--- src/cartridge_bank_controller_defines.svh ---
// ---------------------------------------------------------------------------
// Cartridge bank controller assertion macros
// Shared concurrent assertion forms. They expect clk and rst in scope.
// ---------------------------------------------------------------------------
`ifndef CARTRIDGE_BANK_CONTROLLER_DEFINES_SVH
`define CARTRIDGE_BANK_CONTROLLER_DEFINES_SVH

// Condition must hold at every edge outside reset
`define CBC_ASSERT_HOLDS(label, expr, msg) \
  label: assert property (@(posedge clk) disable iff (rst) (expr)) else $error(msg);

// Consequent must hold in the same cycle as the antecedent
`define CBC_ASSERT_NOW(label, ante, cons, msg) \
  label: assert property (@(posedge clk) disable iff (rst) (ante) |-> (cons)) \
    else $error(msg);

// Consequent must hold in the cycle after the antecedent
`define CBC_ASSERT_NEXT(label, ante, cons, msg) \
  label: assert property (@(posedge clk) disable iff (rst) (ante) |=> (cons)) \
    else $error(msg);

`endif

--- src/cbc_pkg.sv ---
// ---------------------------------------------------------------------------
// Cartridge bank controller package
// Item types, access and register codes, constants and the
// controller/datapath command and status groups.
// ---------------------------------------------------------------------------
package cbc_pkg;

  // Access codes carried in the cmd field
  typedef enum logic [1:0] {
    CMD_ROM_READ   = 2'd0,
    CMD_CTRL_WRITE = 2'd1,
    CMD_RAM_READ   = 2'd2,
    CMD_RAM_WRITE  = 2'd3
  } cmd_t;

  // Control register regions, upper two bits of reg_select
  typedef enum logic [1:0] {
    REGION_RAM_ENABLE = 2'd0,
    REGION_BANK_LOW   = 2'd1,
    REGION_BANK_HIGH  = 2'd2,
    REGION_MODE       = 2'd3
  } region_t;

  localparam logic [3:0]  ENABLE_KEY     = 4'hA;
  localparam logic [15:0] ROM_BANK_BASE  = 16'h4000;
  localparam logic [15:0] ROM_WINDOW_END = 16'h8000;
  localparam logic [7:0]  READ_FILL      = 8'hFF;
  localparam int          ROM_OFFSET_W   = 14;   // bytes per ROM bank, log2
  localparam int          RAM_BANK_W     = 13;   // bytes per RAM bank, log2
  localparam int          RAM_IDX_W      = 17;   // offset plus bank base

  typedef struct packed {
    logic [1:0]  cmd;
    logic [15:0] address;
    logic [2:0]  reg_select;
    logic [7:0]  write_data;
  } req_item_t;

  typedef struct packed {
    logic        rom_fetch;
    logic [20:0] rom_address;
    logic [7:0]  read_data;
  } rsp_item_t;

  // Controller to datapath
  typedef struct packed {
    logic latch;      // take the input item, apply control writes
    logic step_quot;  // index quotient estimate
    logic step_rem;   // index remainder
    logic mem_en;     // RAM read or write
    logic load_out;   // load the output register
  } dp_cmd_t;

  // Datapath to controller
  typedef struct packed {
    logic ram_access; // current input item goes to RAM
  } dp_status_t;

endpackage

--- src/cbc_ctrl.sv ---
// ---------------------------------------------------------------------------
// Cartridge bank controller sequencer
// Walks one item through capture, index reduction and RAM access (RAM items
// that reach the RAM only) and output load; owns the handshake flags.
// ---------------------------------------------------------------------------
module cbc_ctrl import cbc_pkg::*; (
  input  logic       clk,
  input  logic       rst,
  input  logic       req_valid,
  output logic       req_ready,
  output logic       rsp_valid,
  input  logic       rsp_ready,
  input  dp_status_t status,
  output dp_cmd_t    cmd
);

  typedef enum logic [4:0] {
    S_IDLE = 5'b00001,
    S_QUOT = 5'b00010,
    S_REM  = 5'b00100,
    S_MEM  = 5'b01000,
    S_OUT  = 5'b10000
  } state_t;

  state_t state;
  state_t state_next;
  logic   accept;

  assign req_ready = (state == S_IDLE);
  assign accept    = req_valid && req_ready;

  // Datapath commands
  always_comb begin
    cmd.latch     = accept;
    cmd.step_quot = (state == S_QUOT);
    cmd.step_rem  = (state == S_REM);
    cmd.mem_en    = (state == S_MEM);
    cmd.load_out  = (state == S_OUT) && (!rsp_valid || rsp_ready);
  end

  // Next state
  always_comb begin
    state_next = state;
    case (state)
      S_IDLE: begin
        if (accept) begin
          state_next = status.ram_access ? S_QUOT : S_OUT;
        end
      end
      S_QUOT: state_next = S_REM;
      S_REM:  state_next = S_MEM;
      S_MEM:  state_next = S_OUT;
      S_OUT: begin
        if (cmd.load_out) begin
          state_next = S_IDLE;
        end
      end
      default: state_next = S_IDLE;
    endcase
  end

  always_ff @(posedge clk) begin
    if (rst) begin
      state     <= S_IDLE;
      rsp_valid <= 1'b0;
    end else begin
      state <= state_next;
      if (cmd.load_out) begin
        rsp_valid <= 1'b1;
      end else if (rsp_ready) begin
        rsp_valid <= 1'b0;
      end
    end
  end

endmodule

--- config.mk ---
export PLATFORM = sky130hd
export DESIGN_NAME = cbc_ctrl
export DESIGN_NICKNAME = d
export VERILOG_FILES = /design/src/cartridge_bank_controller_defines.svh /design/src/cbc_pkg.sv /design/src/cbc_ctrl.sv
export SDC_FILE = /design/constraint.sdc
export NUM_CORES = 1
export LEC_CHECK = 0
export ABC_AREA = 1
export BUFFER_PORTS_ARGS = -buffer_cell sky130_fd_sc_hd__buf_2
export CAP_MARGIN = 20
export CORE_AREA = 2 2 39 41
export DETAILED_ROUTE_END_ITERATION = 8
export DIE_AREA = 0 0 41 43
export PLACE_DENSITY = 0.56
export REMOVE_ABC_BUFFERS = 1
export SKIP_LAST_GASP = 1
export SYNTH_ARGS = -nofsm -noshare
export SYNTH_HDL_FRONTEND = slang
export SYNTH_SLANG_ARGS = --single-unit
--- constraint.sdc ---
create_clock -name clk -period 1.2 [get_ports clk]
set_input_delay 0.24 -clock clk [delete_from_list [all_inputs] [get_ports clk]]
set_output_delay 0.24 -clock clk [all_outputs]
set_load 0.01 [all_outputs]
==> impl_metrics.ini, run 1 <==
[pwr]
p_leak_nw = 0.279
powerDensity_nw_per_um2 = 1110
ir_worst_vdd_mv = 0.387
power.total_uw = 605

[global_route]
grtUsageTotal_pct = 12.6
grt_pass1_wl_um = 1430
grt_max_degree = 7
grt_antenna_before_repair = 0
grt_pass1_vias = 366
grt_overflow = 0

[sta]
post-route-period-util_pct = 111
whs_ps = 236
fin_ws_ps = -135
relSlewSlack_pct = 88.4
setup_viol = 7
worst_pin_slew_ps = 172
hold_violations = 0
slew_violations = 0
max_freq_ghz = 0.749
fin_crit_ps = 1330
fin_setup_tns_ps = -688
rsz0062_at_grt = true
finalClockSkew_ps = 0.693

[place]
dp_hpwl_um = 577
routabilityCongestion = 0.757
dpl_cell_area_um2 = 418
io_buffers = 11
preCtsSetupSlack_ps = 81.8
dpl.cell_count = 79

[synth]
synth-warning-count = 0
synth_top_area_share_pct = 34.3
synth_area_leaders = dfxtp_1 (34%), inv_1 (13%), nand2_1 (8.6%), nor2_1 (7.5%), a21oi_1 (5.7%)
ys_seq_elements = 6
ys_types = 15
synth.cell_area_um2 = 350
yosysTopAreaCell = dfxtp_1
synth_cells = 53
synth-seq-area-share_pct = 34.3
synth_area_per_cell_um2 = 6.61

[critical_path]
cp_max_fo = 3
cp_cell_sequence = nor2_4, nand3_2, nor2_1, buf_2
critPathRequiredTime_ps = 960
endpoint_kind = primary output
cp_slowest_stage_delay_ps = 360
startpoint_type = flop
cp.arrival_ps = 1090
crit_slowest_cell = dfxtp_4
crit_type = flop to primary output
worst_r2r_path_depth = 8

[die]
chipWidth_um = 41
num_rows = 14
coreArea_um2 = 1380
ios = 12
dieHeight_um = 43
initial_core_util_pct = 25.3
fp.dieArea_um2 = 1760

[drt]
drc = 0
routedWlPerCell_um = 10.5
first_iter_violations = 2
drt-total-wl_um = 936
drtPass1Iterations = 4
antenna_left = 0
avgViaCountPerCell = 4.52
vias = 402

[run]
max_cap_viol_count = 0

[layout]
regArea_um2 = 133
area_growth_pct = 55.4
fin_nets = 80
final_core_util_pct = 39.3
nFillCells = 142
drive_gt1_share_pct = 54.8
multi_input_area_um2 = 210
n_antenna_cell = 0
layoutNonFillerInstCount = 89
design_area_um2 = 544

[clocking]
cts_max_level = 1
path_clk_slew_ps = 50
cts_root_buf = clkbuf_4
clockBufferDepth = 2
tritoncts.num_buffers = 3
cts_tree = yes
clock-sinks = 6
clkLatencyLatePin_ps = 260

[hold_path]
hp-class = input pin to flop
hold_depth = 3

[status]
violations = negative setup slack
status = finished with violations
-- layout make-up --
type	count	share of cell area, %
multi-input combinational	33	38.6
sequential	6	24.4
timing repair buffer	18	19.8
inverter	13	9.43
clock buffer	3	4.14
tap	16	3.68
-- sequential cells by signal, summed over array words and instances, names as in the netlist --
name	count
state	5
rsp_valid	1
-- report_power, final --
group | leakage, nW | total, mW | internal [mW] | switching [mW]
Sequential | 0.0511 | 0.229 | 0.210 | 0.0183
Clock | 0.0138 | 0.201 | 0.114 | 0.0870
Combinational | 0.214 | 0.175 | 0.0828 | 0.0925
-- cells by family after synthesis --
logic type	share of synthesized area (%)
simple gates	43.9
compound gates	5.71
buf+inv	16.1
flops	34.3
-- final timing paths --
kind                            slack, ps        to     start
worst max-delay path                 -130    cmd[0]  state[0]
worst min-delay path                  240  state[1]    status
worst min register to register        520  state[3]  state[2]
worst max register to register        -50  state[0]  state[0]
-- layout by cell type (no fill, tap or decap) --
cell and n:
nor4_2 1, nand4_1 3, a21oi_1 3, dfxtp_1 2, nor2_1 6, a21oi_2 1, buf_4 7, inv_1 11
dfxtp_4 3, nor2_2 1, nor2_4 4, nand3_1 1, inv_2 1, inv_4 1, dfxtp_2 1, or2_4 1
nand3_2 2, nand2_1 5, buf_2 11, nand2_2 3, clkbuf_4 3, nor3_1 2
-- worst max-delay path, delay by kind of cell, from the launching register on --
family	cells	cell delay, ps
DFF	1	360
and+or+nand+nor	3	350
buffers and inverters	1	130
-- cells in the mapped netlist --
cell type and number:
nand3_1 2, or2_1 1, nor2_4 1, nand2_1 8, nor3_1 2, buf_4 1, inv_2 1, dfxtp_1 6
nor2_2 3, nand3_2 1, nand4_1 3, a21oi_1 4, inv_1 12, nor2_1 7, nor4_2 1
-- what timing repair did --
item	4_1_cts	5_1_grt
hold endpoints to repair	0	0
hold buffers	0	0
pin swaps	6	7
endpoints found under the setup margin	6	8
resized for setup	12	7
buffers inserted	8	1
-- layer usage --
| metal | GRT usage, % | routed length [um] | vias to the layer above |
|---|---|---|---|
| li1 | - | - | 206 |
| met1 | 13.2 | 367 | 182 |
| met2 | 19.7 | 491 | 9 |
| met3 | 3.14 | 36 | 5 |
| met4 | 10.0 | 41 | 0 |
| met5 | 0 | 0 | - |
Note: power is estimated with default switching activity, not from simulation.
==> run 2, diff against run 1 <==
Settings changed: ABC_AREA 1 to not set, PLACE_DENSITY 0.56 to 0.53.
==> run 2 against run 1 <==
The flow still finishes with violations (negative setup slack). Sequential power is 6% lower. Clock-buffer cell count stayed put. Critical path depth is 1 lower. First-iteration DRC count is 100% lower. Clock skew is 0.67 ps higher. Routed wire length is 9.8% lower. Register-to-register slack worse by 110 ps. Total power is 21% lower. Setup slack worse by 98 ps. Core utilization is 3.3 points lower. Critical path type unchanged. Critical endpoint is now req_ready. Largest power group unchanged.
==> impl_metrics.ini, run 2 <==
[status]
status = finished with violations
violations = negative setup slack

[clocking]
hold_buffers = 0
cts_tree = yes
clkLatencyLatePin_ps = 240
cts_root_buf = clkbuf_4
tritoncts.num_buffers = 3
path_clk_slew_ps = 50
cts_max_level = 1
clock-sinks = 6
clockBufferDepth = 2

[layout]
layoutNonFillerInstCount = 72
largest_reg_flops = 5
top_register = state
layout_common_cells = buf_2 (11), buf_4 (5), nor2_1 (4)
largest_registers = state: 5 flops, rsp_valid: 1 flops
layout.cells.most_common = buf_2
area_growth_pct = 62.9
design_area_um2 = 499
drive_gt1_share_pct = 53.6
n_antenna_cell = 0
fin_nets = 63

[place]
routabilityCongestion = 0.672
io_buffers = 11
dpl.cell_count = 65
dpl_cell_area_um2 = 389

[hold_path]
hold_path_end = state[3]
hold_depth = 2
hp-class = input pin to flop
worstHoldStart = rst

[die]
num_rows = 14
coreArea_um2 = 1380
chipWidth_um = 41
ios = 12
dieHeight_um = 43
initial_core_util_pct = 22.2
fp.dieArea_um2 = 1760

[sta]
fin_crit_ps = 1430
post-route-period-util_pct = 119
finalClockSkew_ps = 1.36
rsz0062_at_grt = true
hold_violations = 0
relSlewSlack_pct = 82.4
setup_viol = 7
fin_ws_ps = -233
worst_pin_slew_ps = 262
max_freq_ghz = 0.698
slew_violations = 0

[drt]
drtPass1Iterations = 1
first_iter_violations = 0
drt-total-wl_um = 844
avgViaCountPerCell = 4.74
routedWlPerCell_um = 11.7
antenna_left = 0
drc = 0
vias = 341

[global_route]
grt_max_degree = 8
grt_antenna_before_repair = 0
grt_pass1_wl_um = 1230
grtUsageTotal_pct = 10.3
grt_overflow = 0
grt_pass1_vias = 308

[synth]
ys_seq_elements = 6
synth.most_common_cell = dfxtp_1
ys.flop_type = dfxtp_1
synth-seq-area-share_pct = 39.2
synth-edff-count = 0
synth_area_leaders = dfxtp_1 (39%), nor3_1 (6.5%), nor2_1 (6.1%), nand3b_1 (4.9%), nor3b_1 (4.9%)
synth.cell_area_um2 = 307
synth_top_area_share_pct = 39.2
ys_top_cells_by_count = dfxtp_1 (6), nor2_1 (5), nor3_1 (4), inv_1 (3)
synth-warning-count = 0
yosysTopAreaCell = dfxtp_1
synth_cells = 37
ys_types = 19
synthArstFlopShare_pct = 0
synth_area_per_cell_um2 = 8.28

[critical_path]
r2r-start = state[3]
cp.arrival_ps = 1190
worstReg2RegEnd = state[0]
r2r_slack_ps = -160
crit_type = flop to primary output
startpoint_type = flop
worst_r2r_path_depth = 4
cp_max_fo = 5
critPathRequiredTime_ps = 960
endpoint_kind = primary output

[pwr]
powerDensity_nw_per_um2 = 959
ir_worst_vdd_mv = 0.311
power.total_uw = 479
p_leak_nw = 0.236

[run]
max_cap_viol_count = 0
[run 2: area by class of cell]
class,instances,area [um2]
fill,154,885
inverter,3,11.3
tap,16,20.0
multi-input combinational,27,208
timing repair buffer,17,104
clock buffer,3,22.5
sequential,6,134
[run 2: timing repair]
action	in CTS	in global routing
buffers inserted	3	1
cloned	0	0
gates resized for setup	10	7
endpoints found under the setup margin	8	9
pin swaps	5	6
endpoints found under the hold margin	0	0
[run 2: metal layers]
layer / vias to the layer above / GRT usage, % / part of all wire [%] / routed length (um)
met3: 0 / 3.14 / 6.5 / 55
met2: 8 / 16.6 / 53 / 447
met1: 160 / 12.2 / 41 / 342
li1: 173 / - / - / -
met5: - / 0 / 0 / 0
met4: 0 / 4.00 / 0 / 0
[run 2: critical path, cell delays in order, from the launching register on]
cell and delay (ps):
dfxtp_2 350, or3_4 390, nor2_1 80, buf_2 130
[run 2: cells by family (layout without fill, tap and decap cells)]
kind of cell	after synthesis	in the layout	share of synthesized area [%]
buffers and inverters	4	23	6.12
XOR/XNOR	1	1	2.86
flip-flops	6	6	39.2
AO/OA/AOI/OAI	3	3	7.35
AND/OR/NAND/NOR	23	23	44.5
[run 2: stage by stage]
stage                     setup WS [ps]  TNS (ps)  util [%]  hold slack (ps)
after floorplan                    33.9         0         -              309
after global placement            -89.8      -136      28.1              509
after detailed placement          -92.1      -162      28.1              504
after CTS                          -230     -1360      33.5              239
after global routing               -262     -1770      36.1              253
final                              -233     -1200      36.1              253
[run 2: how the worst max path moves through the flow]
stage               startpoint        end  slack, ps  cells after the start
global route          state[3]     cmd[0]       -260                      5
CTS                   state[1]     cmd[4]       -230                      4
global placement      state[1]     cmd[4]        -90                      4
finish                state[1]  req_ready       -230                      3
detailed placement    state[2]     cmd[4]        -90                      4
floorplan             state[3]   state[0]         30                      3
[run 2: power breakdown]
| part | switching (mW) | total, mW | leakage, nW | internal, mW |
|---|---|---|---|---|
| Clock | 0.0747 | 0.188 | 0.0138 | 0.113 |
| Sequential | 0.0131 | 0.216 | 0.0513 | 0.203 |
| Combinational | 0.0347 | 0.0754 | 0.171 | 0.0406 |
==> run 3, diff against run 2 <==
Settings changed: CELL_PAD_IN_SITES_DETAIL_PLACEMENT set to 0, CELL_PAD_IN_SITES_GLOBAL_PLACEMENT set to 1, PLACE_DENSITY 0.53 to 0.66.
==> run 3 against run 2 <==
Combinational power fell by 10%. Register-to-register slack better by 90 ps. Highest routed layer unchanged. First-iteration DRC count increased by 6. Total power decreased by 4.5%. Clock-buffer cell count unchanged. The flow still finishes with violations (negative setup slack). Core utilization fell by 1.7 points. Cell count stayed put. Largest cell class unchanged. Cell area down 4.8%.
==> impl_metrics.ini, run 3 (same netlist as run 2, synthesis figures left out) <==
[status]
status = finished with violations
violations = negative setup slack

[hold_path]
worstHoldStart = rst
hold_depth = 2
hp-class = input pin to flop
hold_path_end = state[4]

[drt]
drt-total-wl_um = 718
routedWlPerCell_um = 9.97
drc = 0
antenna_left = 0
drtPass1Iterations = 4
vias = 332
first_iter_violations = 6
avgViaCountPerCell = 4.61

[clocking]
clockBufferDepth = 2
tritoncts.num_buffers = 3
cts_tree = yes
cts_max_level = 1
hold_buffers = 0
clkLatencyLatePin_ps = 240
path_clk_slew_ps = 40
cts_root_buf = clkbuf_4
clock-sinks = 6

[critical_path]
cp_max_fo = 5
r2r-start = state[3]
crit_type = flop to primary output
r2r_slack_ps = -70
startpoint_type = flop
worstReg2RegEnd = state[0]
endpoint_kind = primary output
cp.arrival_ps = 1190
critPathRequiredTime_ps = 960
worst_r2r_path_depth = 5

[die]
num_rows = 14
initial_core_util_pct = 22.2
fp.dieArea_um2 = 1760
chipWidth_um = 41
ios = 12
dieHeight_um = 43
coreArea_um2 = 1380

[layout]
drive_gt1_share_pct = 50.0
fin_nets = 63
layout_common_cells = buf_2 (11), buf_4 (6), nor2_1 (4), inv_1 (3), clkbuf_4 (3)
area_growth_pct = 55.1
largest_registers = state: 5 flops, rsp_valid: 1 flops
layout.cells.most_common = buf_2
layoutNonFillerInstCount = 72
top_register = state
n_antenna_cell = 0
largest_reg_flops = 5

[sta]
slew_violations = 0
fin_setup_tns_ps = -1120
fin_ws_ps = -233
relSlewSlack_pct = 81.0
post-route-period-util_pct = 119
whs_ps = 230
fin_crit_ps = 1430
max_freq_ghz = 0.698
rsz0062_at_grt = true
worst_pin_slew_ps = 283
finalClockSkew_ps = 0.849
setup_viol = 9
hold_violations = 0

[place]
dpl.cell_count = 66
dp_hpwl_um = 556
io_buffers = 11
routabilityCongestion = 0.837
preCtsSetupSlack_ps = -53.4

[pwr]
power.total_uw = 457
powerDensity_nw_per_um2 = 962
p_leak_nw = 0.239
ir_worst_vdd_mv = 0.400

[run]
max_cap_viol_count = 0

[global_route]
grtUsageTotal_pct = 9.45
grt_max_degree = 7
grt_antenna_before_repair = 0
grt_pass1_vias = 253
grt_pass1_wl_um = 1080
grt_overflow = 0
==> run 3: how the worst max path moves through the flow <==
stage,start,end,slack [ps],cells after the start
2_1_floorplan,state[3],state[0],30,3
3_3_place_gp,state[1],cmd[4],-90,4
3_5_place_dp,state[2],cmd[4],-50,4
4_1_cts,state[1],req_ready,-230,3
5_1_grt,state[1],req_ready,-280,3
6_report,state[1],req_ready,-230,3
==> run 3: layer usage <==
| layer | global-route usage (%) | wire length, um |
|---|---|---|
| met5 | 0 | 0 |
| met2 | 13.1 | 328 |
| met4 | 4.00 | 0 |
| met1 | 11.9 | 327 |
| met3 | 4.71 | 63 |
==> run 3: layout make-up <==
cell class                      instances  area [um2]
Sequential cell                         6         130
Multi-Input combinational cell         27         191
Tap cell                               16        20.0
Timing Repair Buffer                   17         100
Clock buffer                            3        22.5
Inverter                                3        11.3
Fill cell                             150         908
==> run 3: power breakdown <==
group	leakage (nW)	internal, mW	switching (mW)
sequential	0.0513	0.203	0.0100
combinational	0.174	0.0334	0.0342
clock	0.0138	0.113	0.0639
total	0.239	0.349	0.108
==> run 3: what timing repair did <==
item                                    CTS  global route
buffers inserted                          3             1
endpoints found under the setup margin    8             9
pin swaps                                 5             3
resized for setup                         8             3
==> run 3: worst max-delay path, stage by stage, from the launching register on <==
cell,delay (ps)
dfxtp_2,340
or3_1,380
nor2_1,90
buf_2,130
==> run 3: through the flow <==
| step | area, um2 | util (%) |
|---|---|---|
| floorplan | 299 | - |
| global route | 475 | 34.4 |
| finish | 475 | 34.4 |
| detailed placement | 397 | 28.7 |
| global placement | 397 | 28.7 |
| CTS | 454 | 32.8 |
